File: src/rtl/core/irf_pkg.sv
// ----------------------------------------------------------------------------
// Integer radix formatter package
// Shared widths, request codes, controller states and ASCII helpers.
// ----------------------------------------------------------------------------
package irf_pkg;

	localparam int MAX_PRECISION = 60;
	localparam int VALUE_W       = 64;
	localparam int BIT_CNT_W     = $clog2(VALUE_W);
	localparam int NUM_DIGITS    = 22;
	localparam int DIG_CNT_W     = $clog2(NUM_DIGITS + 1);
	localparam int PREC_W        = 6;
	localparam int CHAR_W        = 8;
	localparam int TOTAL_W       = 7;

	localparam int IN_TDATA_W    = 80;
	localparam int IN_TUSER_W    = 5;
	localparam int OUT_TDATA_W   = 8;

	typedef enum logic [2:0] {
		KIND_SDEC = 3'd0,
		KIND_UDEC = 3'd1,
		KIND_OCT  = 3'd2,
		KIND_HEXL = 3'd3,
		KIND_HEXU = 3'd4,
		KIND_PTR  = 3'd5
	} kind_t;

	typedef enum logic [1:0] {
		LEN_DEFAULT = 2'd0,
		LEN_SHORT   = 2'd1,
		LEN_LONG    = 2'd2
	} len_t;

	typedef enum logic [1:0] {
		ST_IDLE,
		ST_CONV,
		ST_SETUP,
		ST_EMIT
	} state_t;

	typedef logic [3:0] digit_t;

	localparam logic [CHAR_W-1:0] CH_ZERO  = 8'h30;
	localparam logic [CHAR_W-1:0] CH_NINE  = 8'h39;
	localparam logic [CHAR_W-1:0] CH_MINUS = 8'h2D;
	localparam logic [CHAR_W-1:0] CH_PLUS  = 8'h2B;
	localparam logic [CHAR_W-1:0] CH_SPACE = 8'h20;
	localparam logic [CHAR_W-1:0] CH_X_LO  = 8'h78;
	localparam logic [CHAR_W-1:0] CH_X_UP  = 8'h58;
	localparam logic [CHAR_W-1:0] CH_A_LO  = 8'h61;
	localparam logic [CHAR_W-1:0] CH_F_LO  = 8'h66;
	localparam logic [CHAR_W-1:0] CH_A_UP  = 8'h41;
	localparam logic [CHAR_W-1:0] CH_F_UP  = 8'h46;

	// ASCII character of one digit; letters for digits above nine.
	function automatic logic [CHAR_W-1:0] digit_char(digit_t d, logic upper);
		logic [CHAR_W-1:0] d8;
		d8 = {4'd0, d};
		if (d > 4'd9) begin
			digit_char = (upper ? CH_A_UP : CH_A_LO) + d8 - 8'd10;
		end else begin
			digit_char = CH_ZERO + d8;
		end
	endfunction

endpackage

File: src/rtl/core/integer_radix_formatter_top.sv
// ----------------------------------------------------------------------------
// Integer radix formatter
// Turns one integer conversion request into its ASCII characters.
// ----------------------------------------------------------------------------
// Usage:
// A request enters on the slave stream: tuser carries the conversion kind and
// the length modifier, tdata carries the raw value, the precision and the
// plus, space and hash flags. The master stream returns the characters of the
// formatted number, one per item, with tlast set on the final character. A
// request that yields no character (zero value with precision zero, no sign
// and no pointer prefix, or an unknown conversion kind) returns nothing.
// Operation: the value is shifted bit by bit into a row of digit cells, one
// bit per cycle for all 64 bits; a setup step then lays out the characters.
// Characters then leave at one per cycle while the receiver does not stall.
// An unknown conversion kind is taken and dropped without conversion. A new
// request is taken as soon as the last character has been loaded into the
// output register, even while that character waits.
// Reset clears the controller and the output valid flag; the block then
// waits idle for a request. A stalled receiver holds the current character
// in the output register and pauses character generation; nothing is lost.
// ----------------------------------------------------------------------------
module integer_radix_formatter_top (
	input  logic                             clk,
	input  logic                             arst_n,
	input  logic                             s_axis_tvalid,
	output logic                             s_axis_tready,
	// value [63:0], precision [70:64], plus_sign [71], space_sign [72],
	// alt_form [73], unused [79:74]
	input  logic [irf_pkg::IN_TDATA_W-1:0]   s_axis_tdata,
	// req_type [2:0], length_mod [4:3]
	input  logic [irf_pkg::IN_TUSER_W-1:0]   s_axis_tuser,
	output logic                             m_axis_tvalid,
	input  logic                             m_axis_tready,
	// out_char [7:0]
	output logic [irf_pkg::OUT_TDATA_W-1:0]  m_axis_tdata,
	// is_last
	output logic                             m_axis_tlast
);

	// Request fields as they arrive.
	logic [2:0]                      kind_in;
	logic [1:0]                      lmod_in;
	logic [irf_pkg::VALUE_W-1:0]     value_in;
	logic [6:0]                      prec_in;
	logic                            plus_in;
	logic                            space_in;
	logic                            alt_in;

	assign kind_in  = s_axis_tuser[2:0];
	assign lmod_in  = s_axis_tuser[4:3];
	assign value_in = s_axis_tdata[63:0];
	assign prec_in  = s_axis_tdata[70:64];
	assign plus_in  = s_axis_tdata[71];
	assign space_in = s_axis_tdata[72];
	assign alt_in   = s_axis_tdata[73];

	// Controller state and request registers.
	irf_pkg::state_t                 state_q, state_d;
	logic [2:0]                      kind_q;
	logic                            neg_q;
	logic                            plus_q;
	logic                            space_q;
	logic                            alt_q;
	logic                            prec_given_q;
	logic [irf_pkg::PREC_W-1:0]      prec_val_q;
	logic [irf_pkg::VALUE_W-1:0]     mag_q;
	logic [irf_pkg::BIT_CNT_W-1:0]   bit_cnt_q;
	irf_pkg::digit_t                 digits_q [irf_pkg::NUM_DIGITS];
	logic [irf_pkg::DIG_CNT_W-1:0]   ndig_q;
	logic [1:0]                      pre_left_q;
	logic [irf_pkg::PREC_W-1:0]      zero_left_q;
	logic [irf_pkg::DIG_CNT_W-1:0]   dig_left_q;
	logic                            m_valid_q;
	logic [irf_pkg::CHAR_W-1:0]      m_char_q;
	logic                            m_last_q;

	logic                            accept;
	logic                            kind_ok;

	assign kind_ok = (kind_in <= irf_pkg::KIND_PTR);
	assign accept  = s_axis_tvalid && s_axis_tready;

	// ------------------------------------------------------------------------
	// Argument selection: width from the length modifier, sign or zero
	// extension, then the magnitude that is shown.
	// ------------------------------------------------------------------------
	logic [irf_pkg::VALUE_W-1:0]     sx;
	logic [irf_pkg::VALUE_W-1:0]     mag_in;
	logic                            neg_in;
	logic                            prec_given_in;
	logic [irf_pkg::PREC_W-1:0]      prec_val_in;

	always_comb begin
		case (kind_in)
			irf_pkg::KIND_UDEC: begin
				case (lmod_in)
					irf_pkg::LEN_SHORT: sx = {48'd0, value_in[15:0]};
					irf_pkg::LEN_LONG:  sx = value_in;
					default:            sx = {32'd0, value_in[31:0]};
				endcase
			end
			irf_pkg::KIND_PTR: sx = value_in;
			default: begin
				case (lmod_in)
					irf_pkg::LEN_SHORT: sx = {{48{value_in[15]}}, value_in[15:0]};
					irf_pkg::LEN_LONG:  sx = value_in;
					default:            sx = {{32{value_in[31]}}, value_in[31:0]};
				endcase
			end
		endcase

		neg_in = (kind_in != irf_pkg::KIND_UDEC) && sx[63];

		if (kind_in == irf_pkg::KIND_SDEC) begin
			mag_in = neg_in ? (64'd0 - sx) : sx;
		end else if (kind_in == irf_pkg::KIND_UDEC) begin
			mag_in = sx;
		end else if (neg_in && !(kind_in != irf_pkg::KIND_PTR && lmod_in == irf_pkg::LEN_LONG)) begin
			// Negative octal or hex below long width, and any negative pointer, shows the 32-bit two's complement.
			mag_in = {32'd0, sx[31:0]};
		end else begin
			mag_in = sx;
		end

		// Any negative precision means none was given; large ones saturate.
		prec_given_in = !prec_in[6];
		prec_val_in   = (prec_in[5:0] > irf_pkg::PREC_W'(irf_pkg::MAX_PRECISION)) ?
			irf_pkg::PREC_W'(irf_pkg::MAX_PRECISION) : prec_in[5:0];
	end

	// ------------------------------------------------------------------------
	// Digit cells. Each cycle the next magnitude bit enters cell 0 and every
	// cell doubles its digit plus the carry from below, folding back by the
	// radix. A cell's carry out depends only on its own digit, so the row
	// settles without a ripple chain.
	// ------------------------------------------------------------------------
	logic [3:0]                      base_half;
	logic [4:0]                      base5;
	logic [irf_pkg::NUM_DIGITS-1:0]  carry;
	logic [irf_pkg::NUM_DIGITS-1:0]  cin;
	irf_pkg::digit_t                 next_dig [irf_pkg::NUM_DIGITS];
	logic [4:0]                      dbl;
	logic                            grow;

	always_comb begin
		case (kind_q)
			irf_pkg::KIND_SDEC, irf_pkg::KIND_UDEC: base_half = 4'd5;
			irf_pkg::KIND_OCT:                      base_half = 4'd4;
			default:                                base_half = 4'd8;
		endcase
		base5 = {base_half, 1'b0};

		for (int i = 0; i < irf_pkg::NUM_DIGITS; i++) begin
			carry[i] = (digits_q[i] >= base_half);
		end
		cin[0] = mag_q[irf_pkg::VALUE_W-1];
		for (int i = 1; i < irf_pkg::NUM_DIGITS; i++) begin
			cin[i] = carry[i-1];
		end
		for (int i = 0; i < irf_pkg::NUM_DIGITS; i++) begin
			dbl         = {digits_q[i], cin[i]} - (carry[i] ? base5 : 5'd0);
			next_dig[i] = dbl[3:0];
		end

		// Cells above the count are zero, so only the cell at the count can
		// turn nonzero when the row is updated.
		grow = (ndig_q < irf_pkg::DIG_CNT_W'(irf_pkg::NUM_DIGITS)) && cin[ndig_q];
	end

	// ------------------------------------------------------------------------
	// Layout of the characters: prefix, zero padding, digits.
	// ------------------------------------------------------------------------
	logic [irf_pkg::DIG_CNT_W-1:0]   nd_eff;
	logic [irf_pkg::PREC_W-1:0]      zeros;
	logic                            mag_nz;
	logic [1:0]                      npre;

	always_comb begin
		mag_nz = (ndig_q != '0);
		if (!mag_nz) begin
			// A zero value shows one digit unless the precision is exactly zero.
			nd_eff = (prec_given_q && prec_val_q == '0) ? '0 : irf_pkg::DIG_CNT_W'(1);
		end else begin
			nd_eff = ndig_q;
		end

		if (prec_given_q && prec_val_q > irf_pkg::PREC_W'(nd_eff)) begin
			zeros = prec_val_q - irf_pkg::PREC_W'(nd_eff);
		end else begin
			zeros = '0;
		end

		case (kind_q)
			irf_pkg::KIND_SDEC: npre = (neg_q || plus_q || space_q) ? 2'd1 : 2'd0;
			irf_pkg::KIND_OCT:  npre = (alt_q && mag_nz && zeros == '0) ? 2'd1 : 2'd0;
			irf_pkg::KIND_HEXL,
			irf_pkg::KIND_HEXU: npre = (alt_q && mag_nz) ? 2'd2 : 2'd0;
			irf_pkg::KIND_PTR:  npre = 2'd2;
			default:            npre = 2'd0;
		endcase
	end

	// ------------------------------------------------------------------------
	// Character emission.
	// ------------------------------------------------------------------------
	logic [irf_pkg::TOTAL_W-1:0]     total;
	logic                            emit_adv;
	logic [irf_pkg::CHAR_W-1:0]      emit_char;
	logic [irf_pkg::DIG_CNT_W-1:0]   dig_idx;

	assign total    = irf_pkg::TOTAL_W'(pre_left_q) + irf_pkg::TOTAL_W'(zero_left_q)
		+ irf_pkg::TOTAL_W'(dig_left_q);
	assign emit_adv = (state_q == irf_pkg::ST_EMIT) && (total != '0)
		&& (!m_valid_q || m_axis_tready);
	assign dig_idx  = dig_left_q - irf_pkg::DIG_CNT_W'(1);

	always_comb begin
		if (pre_left_q == 2'd2) begin
			emit_char = irf_pkg::CH_ZERO;
		end else if (pre_left_q == 2'd1) begin
			case (kind_q)
				irf_pkg::KIND_SDEC: emit_char = neg_q ? irf_pkg::CH_MINUS :
					(plus_q ? irf_pkg::CH_PLUS : irf_pkg::CH_SPACE);
				irf_pkg::KIND_OCT:  emit_char = irf_pkg::CH_ZERO;
				irf_pkg::KIND_HEXU: emit_char = irf_pkg::CH_X_UP;
				default:            emit_char = irf_pkg::CH_X_LO;
			endcase
		end else if (zero_left_q != '0) begin
			emit_char = irf_pkg::CH_ZERO;
		end else begin
			emit_char = irf_pkg::digit_char(digits_q[dig_idx], kind_q == irf_pkg::KIND_HEXU);
		end
	end

	// ------------------------------------------------------------------------
	// Controller.
	// ------------------------------------------------------------------------
	always_ff @(posedge clk or negedge arst_n) begin
		if (!arst_n) begin
			state_q <= irf_pkg::ST_IDLE;
		end else begin
			state_q <= state_d;
		end
	end

	always_comb begin
		state_d       = state_q;
		s_axis_tready = 1'b0;
		case (state_q)
			irf_pkg::ST_IDLE: begin
				s_axis_tready = 1'b1;
				// Unknown conversion kinds are taken and dropped.
				if (s_axis_tvalid && kind_ok) begin
					state_d = irf_pkg::ST_CONV;
				end
			end
			irf_pkg::ST_CONV: begin
				if (bit_cnt_q == '0) begin
					state_d = irf_pkg::ST_SETUP;
				end
			end
			irf_pkg::ST_SETUP: begin
				state_d = irf_pkg::ST_EMIT;
			end
			irf_pkg::ST_EMIT: begin
				if (total == '0 || (emit_adv && total == irf_pkg::TOTAL_W'(1))) begin
					state_d = irf_pkg::ST_IDLE;
				end
			end
			default: begin
				state_d = irf_pkg::ST_IDLE;
			end
		endcase
	end

	// Request and digit datapath.
	always_ff @(posedge clk) begin
		if (accept) begin
			kind_q       <= kind_in;
			neg_q        <= neg_in;
			plus_q       <= plus_in;
			space_q      <= space_in;
			alt_q        <= alt_in;
			prec_given_q <= prec_given_in;
			prec_val_q   <= prec_val_in;
			mag_q        <= mag_in;
			bit_cnt_q    <= '1;
			ndig_q       <= '0;
			for (int i = 0; i < irf_pkg::NUM_DIGITS; i++) begin
				digits_q[i] <= '0;
			end
		end else if (state_q == irf_pkg::ST_CONV) begin
			mag_q     <= {mag_q[irf_pkg::VALUE_W-2:0], 1'b0};
			bit_cnt_q <= bit_cnt_q - irf_pkg::BIT_CNT_W'(1);
			ndig_q    <= ndig_q + irf_pkg::DIG_CNT_W'(grow);
			for (int i = 0; i < irf_pkg::NUM_DIGITS; i++) begin
				digits_q[i] <= next_dig[i];
			end
		end

		if (state_q == irf_pkg::ST_SETUP) begin
			pre_left_q  <= npre;
			zero_left_q <= zeros;
			dig_left_q  <= nd_eff;
		end else if (emit_adv) begin
			if (pre_left_q != 2'd0) begin
				pre_left_q <= pre_left_q - 2'd1;
			end else if (zero_left_q != '0) begin
				zero_left_q <= zero_left_q - irf_pkg::PREC_W'(1);
			end else begin
				dig_left_q <= dig_idx;
			end
		end
	end

	// Output register: parts character generation from the receiver.
	always_ff @(posedge clk or negedge arst_n) begin
		if (!arst_n) begin
			m_valid_q <= 1'b0;
		end else if (emit_adv) begin
			m_valid_q <= 1'b1;
		end else if (m_axis_tready) begin
			m_valid_q <= 1'b0;
		end
	end

	always_ff @(posedge clk) begin
		if (emit_adv) begin
			m_char_q <= emit_char;
			m_last_q <= (total == irf_pkg::TOTAL_W'(1));
		end
	end

	assign m_axis_tvalid = m_valid_q;
	assign m_axis_tdata  = m_char_q;
	assign m_axis_tlast  = m_last_q;

endmodule

File: config.mk
export PLATFORM = sky130hd
export DESIGN_NAME = integer_radix_formatter_top
export DESIGN_NICKNAME = d
export VERILOG_FILES = /design/src/rtl/core/irf_pkg.sv /design/src/rtl/core/integer_radix_formatter_top.sv
export SDC_FILE = /design/constraint.sdc
export NUM_CORES = 1
export LEC_CHECK = 0
export BUFFER_PORTS_ARGS = -buffer_cell sky130_fd_sc_hd__buf_2
export CORE_MARGIN = 2
export CORE_UTILIZATION = 35
export CTS_CLUSTER_DIAMETER = 30
export DETAILED_ROUTE_END_ITERATION = 6
export GPL_ROUTABILITY_DRIVEN = 0
export SYNTH_ARGS = -nofsm -noshare
export SYNTH_HDL_FRONTEND = slang
export SYNTH_SLANG_ARGS = --single-unit
File: constraint.sdc
create_clock -name clk -period 6.7 [get_ports clk]
set_input_delay 0 -clock clk [delete_from_list [all_inputs] [get_ports clk]]
set_output_delay 0 -clock clk [all_outputs]
set_load 0.01 [all_outputs]
== Yosys cells after proc, flatten, opt, wreduce, memory -nomap -nowiden ==
Memories as Yosys holds them, arrays and structs flattened.
Index checks and enable logic that the tools add are counted.
Word-level totals
  logic and storage cells: 259
  bits in registers: 114
  input bits: 89
  memories kept: 1
  bits in writable memories: 88
  output and inout port bits: 11
Cells by class
  bitwise operators: 22
  muxes and demuxes: 93
  reduce and logical (&&, ||, !) cells: 42
  equality and inequality tests: 22
  order comparisons: 28
  add/sub/neg operators: 34
Memories
  digits_q: depth 22, width 4, rd ports 23, clocked after Yosys merged registers in 0, write ports 22, RTL line integer_radix_formatter_top.sv:68  | irf_pkg::digit_t digits_q [irf_pkg::NUM_DIGITS];
Operators with widths (number)
  $mux W64: 6
  $pmux W64 S2: 3
  $mux W4: 46
  $ge A4 B4 Y1: 22
  $sub A4 B4 Y4: 22
  $sub A1 B64 Y64 const A: 1
  $mux W6: 6
  $mux W5: 5
  $mux W8: 3
  $or A1 B1 Y1: 22
  $pmux W7 S3: 1
  $logic_not A6 Y1: 3
  $pmux W2 S4: 2
  $mux W2: 7
  $logic_and A1 B1 Y1: 13
  $mux W1: 12
  $reduce_bool A2 Y1: 6
  $sub A6 B1 Y6 const B: 2
  $eq A3 B3 Y1 const B: 3
  $reduce_and A3 Y1: 3
  $add A7 B4 Y8: 1
  $eq A2 B2 Y1 const B: 4
  $pmux W4 S2: 1
  $sub A8 B4 Y8 const B: 1
  other kinds (32): 46

== Logic depth before layout (Yosys ltp) ==
Gate-level depths: netlist of the first run.
  depth in word-level cells: 12
  mapped depth: 17
  gate-level depth less buffers: 15

== Least setup slack after synthesis of the first run ==
Ideal clock, no wire load.
  path kind: register to register
  start: register state_q[1]
  end: memory digits_q[0][0] in the netlist's numbering (enable)
  period minus slack after synthesis: 5437 ps
  cell stages (with the launch flop): 6
  buffers on the path: 2
  arrival time: 4899 ps
  setup time: 538 ps
  required time: 6162 ps
  slack: 1263 ps
  path through: dfrtp_1 inv_1 ha_1 clkbuf_1 clkbuf_1 nand2b_1
RTL lines
  start, declared: RTL line integer_radix_formatter_top.sv:58  | irf_pkg::state_t state_q, state_d;
  start signal, assigned: RTL line integer_radix_formatter_top.sv:240  | state_q <= irf_pkg::ST_IDLE;
  start signal, assigned: RTL line integer_radix_formatter_top.sv:242  | state_q <= state_d;
  end, declared: RTL line integer_radix_formatter_top.sv:68

== Final worst setup path of the first run ==
  start: register dig_left_q[0] in the netlist's numbering
  end: register m_char_q (netlist bit m_axis_tdata[0]) (data pin)
On the way
  cells in the longest elaborated chain, start to end: 7
  elaborated cells between the ends (all ways): 9
  those cells by class: add/sub (4); order compare (1); mux (3); memory (1)
Ends and longest elaborated chain
  start, declared: RTL line integer_radix_formatter_top.sv:72  | logic [irf_pkg::DIG_CNT_W-1:0] dig_left_q;
  start signal, assigned: RTL line integer_radix_formatter_top.sv:304  | dig_left_q <= nd_eff;
  start signal, assigned: RTL line integer_radix_formatter_top.sv:311  | dig_left_q <= dig_idx;
  $sub A5 B1 Y5 (*): RTL line integer_radix_formatter_top.sv:215  | assign dig_idx = dig_left_q - irf_pkg::DIG_CNT_W'(1);
  $mem_v2 Z22 W4 (*)
  $add A7 B4 Y8: RTL line irf_pkg.sv:61  | digit_char = (upper ? CH_A_UP : CH_A_LO) + d8 - 8'd10;
  $sub A8 B4 Y8: RTL line irf_pkg.sv:61
  $mux W8 (*): RTL line irf_pkg.sv:60  | if (d > 4'd9) begin
  $mux W8 (*): RTL line integer_radix_formatter_top.sv:228  | end else if (zero_left_q != '0) begin
  $mux W8 (*): RTL line integer_radix_formatter_top.sv:220  | end else if (pre_left_q == 2'd1) begin
  end signal, assigned: RTL line integer_radix_formatter_top.sv:329  | m_char_q <= emit_char;
  end, declared: RTL line integer_radix_formatter_top.sv:74  | logic [irf_pkg::CHAR_W-1:0] m_char_q;
Every way passes the cells marked *; elsewhere a longest branch is shown, timed or not.
A chain may end at the register's enable or synchronous reset.

==> out/results.tsv, run 1 <==
stage	metric	value	unit
placement	hpwl	26010	um
sta	worst_pin_slew	1055	ps
power_and_ir_drop	peakVddDrop	0.2091	mV
sta	fin_crit	4879	ps
synth	synthAdderAreaFrac	0.1234	
sta	setup_viol	0	
placement	port_buffers	92	
floorplanning	io_pins	100	
grt	grtUsageTotal	0.1737	
status	status	completed	
layout	antenna_cells	0	
layout	post-route-util	0.4390	
layout	seq_area	5911	um^2
setup_path	reg2reg_to	m_axis_tdata[0]	
setup_path	ff2ff_path_depth	13	
synth	synth_nets	1760	
drt	ant_nets	0	
clock_network	tritoncts	built	
power_and_ir_drop	p_leak	7.636	nW
clock_network	cts.path.max_buffers	3	
layout	fin_nets	1894	
floorplanning	die_y	210.7	um
layout	multi_input_area	8352	um^2
clock_network	cts_resized	0	
layout	stdcell_area	18460	um^2
floorplanning	rows	75	
power_and_ir_drop	finalPower	4.450	mW
grt	grt_pass1_vias	11930	
floorplanning	core_area	42040	um^2
layout	fill_cells	3954	
layout	area_delta_synth_final	23.49	%
sta	period_share	0.7281	
sta	holdWs	24.60	ps
grt	grtUsageMet3	0.03256	
drt	wirelength	39000	um
setup_path	crit_path_start_kind	register	
sta	clock_skew	21.45	ps
drt	drtPass1Iterations	7	
synth	synth_cell_type_count	90	
clock_network	cts_buffers	57	
drt	dr.first_iter.drc_count	904	
grt	antenna_found_initial	0	
drt	vias_per_cell	5.415	
synth	synthMuxAreaShare	0.05676	
clock_network	clk_latency	570	ps
synth	yosysSeqAreaShare	0.3954	
synth	synth-xor-area-share	0.03968	
sta	slew_viol_final	0	
hold_path	hp-start	s_axis_tdata[41]	
sta	clock.fmax	205.0	MHz
drt	wl_per_cell	17.35	um
setup_path	crit_arrival	5290	ps
placement	placed_area	15910	um^2
setup_path	crit_required	7110	ps
synth	ys_warn_count	0	
sta	grt_setup_unrepaired	no	
grt	grt_pass1_wl	62540	um
synth	postSynthCellCount	1526	
setup_path	endpoint_kind	register	
grt	grt_max_degree	65	
hold_path	min_path_type	in2reg	
clock_network	htree_levels	2	
synth	synth-edff-count	187	
flow_run	drv_cap	0	
synth	ys.flop_type	edfxtp_1	
floorplanning	die_x	210.7	um
grt	grt_overflow_total	0	
sta	hold_viol	0	
grt	grtUsageMet2	0.2893	
synth	synthesis.area	14950	um^2
setup_path	r2r-start	dig_left_q[0]	
power_and_ir_drop	power.density	241.1	nW/um^2
setup_path	cp_max_fo	28	
drt	via_count	12170	
clock_network	cts.sinks	201	
setup_path	rrSetupSlack	1820	ps
synth	synth_compound_area_frac	0.1540	
floorplanning	start_util	0.3555	
grt	top_usage_layer	met2	
synth	async_flop_share	0.01493	
grt	grtUsageMet1	0.2293	
synth	synth_area_per_cell	9.795	um^2
sta	tns	0	ps
synth	synth_simple_gate_area_frac	0.1822	
floorplanning	dieArea	44370	um^2
setup_path	setup.worst_path.class	reg2reg	
drt	drc	0	
synth	ys_ff_latch	201	
clock_network	clkSlewWorstSetupHoldPaths	40	ps
sta	maxSlewHeadroom	0.2956	
synth	synth_top_family_by_area	simple AND/OR/NAND/NOR gates	
clock_network	cts-root-buf	clkbuf_16	
layout	drive_gt1_frac	0.1669	
hold_path	hold_depth	4	
hold_path	min_to	mag_q[41]	
sequential cells by signal (all words and copies together), names as in the netlist, 5 cells and up:
register / count
bit_cnt_q: 6
dig_left_q: 5
digits_q: 88
m_axis_tdata: 7
mag_q: 64
ndig_q: 5
prec_val_q: 6
zero_left_q: 6
critical path, cell delays in order, from the launching register on:
cell	delay, ps
edfxtp_1	310
buf_4	330
inv_1	350
ha_1	420
xnor2_2	820
mux4_2	390
mux2i_1	90
a222oi_1	810
inv_1	100
ha_1	230
nor2_1	130
a21oi_1	120
or4b_1	530
nand3_1	90
power by group:
| part | leakage, nW | internal, mW | total, mW | switching [mW] |
|---|---|---|---|---|
| sequential | 2.13 | 1.36 | 1.36 | 0.0000000000000000126 |
| clock | 0.973 | 2.03 | 2.86 | 0.827 |
| combinational | 4.53 | 0.0947 | 0.234 | 0.140 |
| total | 7.64 | 3.48 | 4.45 | 0.967 |
layout by cell type (no fill, tap or decap), types with 9 or more instances in the layout:
master         synthesis  routed
edfxtp_1             187     187
ha_1                 141     140
nor2_1               140     139
nand2_1              100      99
o21ai_0               96      96
buf_2                 10      92
inv_1                 91      91
a21oi_1               87      85
nor2b_1               60      60
clkbuf_16              0      57
dlygate4sd3_1          0      53
xnor2_1               42      42
a21o_1                36      36
nand3_1               33      33
nor3_1                32      31
or3_1                 27      27
a31oi_1               26      26
mux2i_1               24      24
and3_1                24      24
xor2_1                22      22
mux4_2                21      21
nor4_1                19      19
buf_4                  4      19
nor3b_1               14      14
clkinv_2               0      14
o31ai_1               13      13
bufinv_16              0      13
nand4_1               12      12
nand3b_1              11      11
mux2_2                11      11
o311ai_0              11      11
dfxtp_1               11      11
or3b_2                10      10
and2_1                 9       9
clkinv_1               1       9
area by class of cell:
type | count | area share
clock buffers | 60 | 0.07789
clock inverters | 47 | 0.03145
inverters | 93 | 0.01891
multi-input cells | 1142 | 0.4525
flip-flops and latches | 201 | 0.3202
well taps | 539 | 0.03654
repair buffers | 165 | 0.06250
cell usage after synthesis (13+ instances only):
cell | number | area (um^2)
a21o_1 | 36 | 270.3
a21oi_1 | 87 | 435.4
a31oi_1 | 26 | 162.7
and3_1 | 24 | 150.1
clkbuf_1 | 69 | 259.0
edfxtp_1 | 187 | 5615
ha_1 | 141 | 1764
inv_1 | 91 | 341.6
mux2i_1 | 24 | 240.2
mux4_2 | 21 | 473.0
nand2_1 | 100 | 375.4
nand3_1 | 33 | 165.2
nor2_1 | 140 | 525.5
nor2b_1 | 60 | 375.4
nor3_1 | 32 | 160.2
nor3b_1 | 14 | 105.1
nor4_1 | 19 | 118.9
o21ai_0 | 96 | 480.5
o31ai_1 | 13 | 97.59
or3_1 | 27 | 168.9
xnor2_1 | 42 | 367.9
xor2_1 | 22 | 192.7
kinds of logic after synthesis:
kind of cell               after synthesis
and+or+nand+nor                        521
AOI/OAI and AO/OA                      352
DFF                                    201
buffers and inverters                  183
adders and majority gates              145
xor gates and xnor gates                66
muxes                                   57
other                                    1
worst max path at each step:
stage,start,to,slack (ps),cells after the start
finish,dig_left_q[0],m_axis_tdata[0],1820,13
global route,dig_left_q[0],m_axis_tdata[4],1410,13
CTS,dig_left_q[0],m_axis_tdata[0],1810,13
detailed placement,dig_left_q[0],m_axis_tdata[0],1850,13
global placement,dig_left_q[0],m_axis_tdata[0],1920,13
floorplan,state_q[1],digits_q[0][0],1260,5
per-layer routing:
layer  wire [um]  part of all wire
met2       18340              0.47
met3        2570             0.066
met5           0                 0
met4         778             0.020
met1       17310              0.44
what timing repair did:
action                    in CTS  in global routing
buffers inserted               0                  0
hold endpoints to repair      56                  0
hold buffers                  53                  0
stage by stage:
step / std cells / worst slack (ps)
after floorplan: 1526 / 1263
after global placement: 2087 / 1918
after detailed placement: 2087 / 1847
after CTS: 2247 / 1813
after global routing: 2247 / 1405
final: 2247 / 1821
(Power assumes the default switching activity.)
==> inputs of run 2 (changes only) <==
Clock period 6.7 ns to 4.41 ns, I/O delays scaled along.
==> run 2 against run 1 <==
Compared with the run above: power increased by 59%; critical endpoint is now ndig_q[4]; largest cell class unchanged; utilization up 0.71 points; register-to-register slack got worse by 1400 ps; sequential cell count unchanged; critical path type unchanged; highest routed layer unchanged.
==> out/results.tsv, run 2 (synthesized netlist as in run 1, its figures left out) <==
stage	metric	value	unit
placement	port_buffers	92	
floorplanning	core_area	42040	um^2
drt	drc	0	
clock_network	cts_resized	0	
layout	largest_register_ffs	88	
clock_network	htree_levels	2	
grt	grt_max_degree	100	
power_and_ir_drop	power.density	378.2	nW/um^2
setup_path	cp_max_fo	16	
grt	grt_pass1_vias	12430	
setup_path	setup.worst_path.class	reg2reg	
sta	period_share	0.8951	
sta	clock.fmax	253.3	MHz
clock_network	clkSlewWorstSetupHoldPaths	50	ps
drt	via_count	12340	
flow_run	drv_cap	0	
clock_network	cts_buffers	55	
grt	grtUsageTotal	0.1768	
floorplanning	dieArea	44370	um^2
clock_network	ctsHoldBuffers	51	
placement	dp_cells	2104	
sta	grt_setup_unrepaired	no	
sta	tns	0	ps
placement	dp_slack	523.4	ps
grt	antenna_found_initial	1	
drt	wirelength	39410	um
clock_network	cts-root-buf	clkbuf_16	
grt	grt_overflow_total	0	
setup_path	crit_required	4850	ps
floorplanning	io_pins	100	
clock_network	clk_latency	560	ps
sta	fin_crit	3947	ps
layout	final_common_cell	edfxtp_1	
setup_path	crit_arrival	4390	ps
layout	area_delta_synth_final	25.50	%
sta	setup_viol	0	
floorplanning	start_util	0.3555	
power_and_ir_drop	peakVddDrop	0.5569	mV
drt	ant_nets	0	
drt	drtPass1Iterations	5	
grt	grt_pass1_wl	63590	um
drt	dr.first_iter.drc_count	814	
floorplanning	die_x	210.7	um
sta	maxSlewHeadroom	0.3589	
clock_network	tritoncts	built	
layout	finalNonFillerCells	2259	
placement	hpwl	26630	um
drt	wl_per_cell	17.45	um
layout	fin_nets	1907	
sta	slew_viol_final	0	
layout	final_cell_mix	187 x edfxtp_1, 140 x ha_1, 139 x nor2_1	
clock_network	cts.path.max_buffers	3	
hold_path	min_path_type	in2reg	
layout	top_register	digits_q	
setup_path	crit_path_start_kind	register	
power_and_ir_drop	p_leak	7.779	nW
sta	worst_pin_slew	960.3	ps
setup_path	endpoint_kind	register	
sta	holdWs	39.85	ps
floorplanning	rows	75	
clock_network	cts_setup_buffers	0	
status	status	completed	
sta	finalWorstSetupSlack	462.8	ps
layout	drive_gt1_frac	0.1768	
floorplanning	die_y	210.7	um
sta	hold_viol	0	
drt	vias_per_cell	5.464	
clock_network	cts.sinks	201	
sta	clock_skew	23.98	ps
## run 2: cell count changes in the layout (fill, tap and decap cells not counted), sizes merged
cell	before	now
clkinvlp	8	9
inv	95	98
clkinv	24	11
diode	0	1
buf	112	129
bufinv	13	18
dlygate4sd3	53	51
## run 2: per-stage QoR
step | total power [mW] | cell area, um^2 | util
after CTS | 7.149 | 18760 | 0.4461
final | 7.094 | 18760 | 0.4462
after floorplan | 2.298 | 14950 | -
after global placement | 2.414 | 16070 | 0.3824
after global routing | 7.281 | 18760 | 0.4461
after detailed placement | 2.415 | 16070 | 0.3824
## run 2: critical path: stages, from the launching register on
cell and delay, ps:
edfxtp_1 450, or2_2 330, inv_1 120, buf_12 180
ha_1 240, or3b_2 440, a21o_1 180, a21oi_1 320
mux4_2 320, and2_1 120, a2111oi_0 60, a311o_1 340
ha_1 200, ha_1 200, nand4_1 110, xnor2_1 140
nor2_1 60
## run 2: metal layers
layer	global-route usage	part of all wire	vias to the layer above
met4	0.06387	0.030	0
met3	0.03464	0.062	93
met2	0.2952	0.47	381
met5	0	0	-
met1	0.2279	0.44	5905
li1	-	-	5964
## run 2: area by class of cell
cell class / instances / area (um^2)
fill: 3958 / 23280
inverter: 93 / 349.1
timing repair buffer: 180 / 1299
multi-input combinational: 1142 / 8352
antenna: 1 / 2.502
clock inverter: 43 / 714.4
tap: 539 / 674.4
clock buffer: 60 / 1456
sequential: 201 / 5911
## run 2: path summary, 6_finish.rpt
path,from,end,slack (ps),depth (start not counted)
setup / recovery,kind_q[2],ndig_q[4],460,16
hold / removal,s_axis_tdata[25],mag_q[25],40,5
setup reg to reg,kind_q[2],ndig_q[4],460,16
hold reg to reg,bit_cnt_q[4],bit_cnt_q[4],510,2
max in group asynchronous,arst_n,state_q[0],3950,3
min in group asynchronous,arst_n,state_q[1],310,3
## run 2: where the power goes
part	switching, mW	internal, mW
clock network	1.25	3.41
registers	0.0000000000000000217	2.06
logic	0.218	0.147
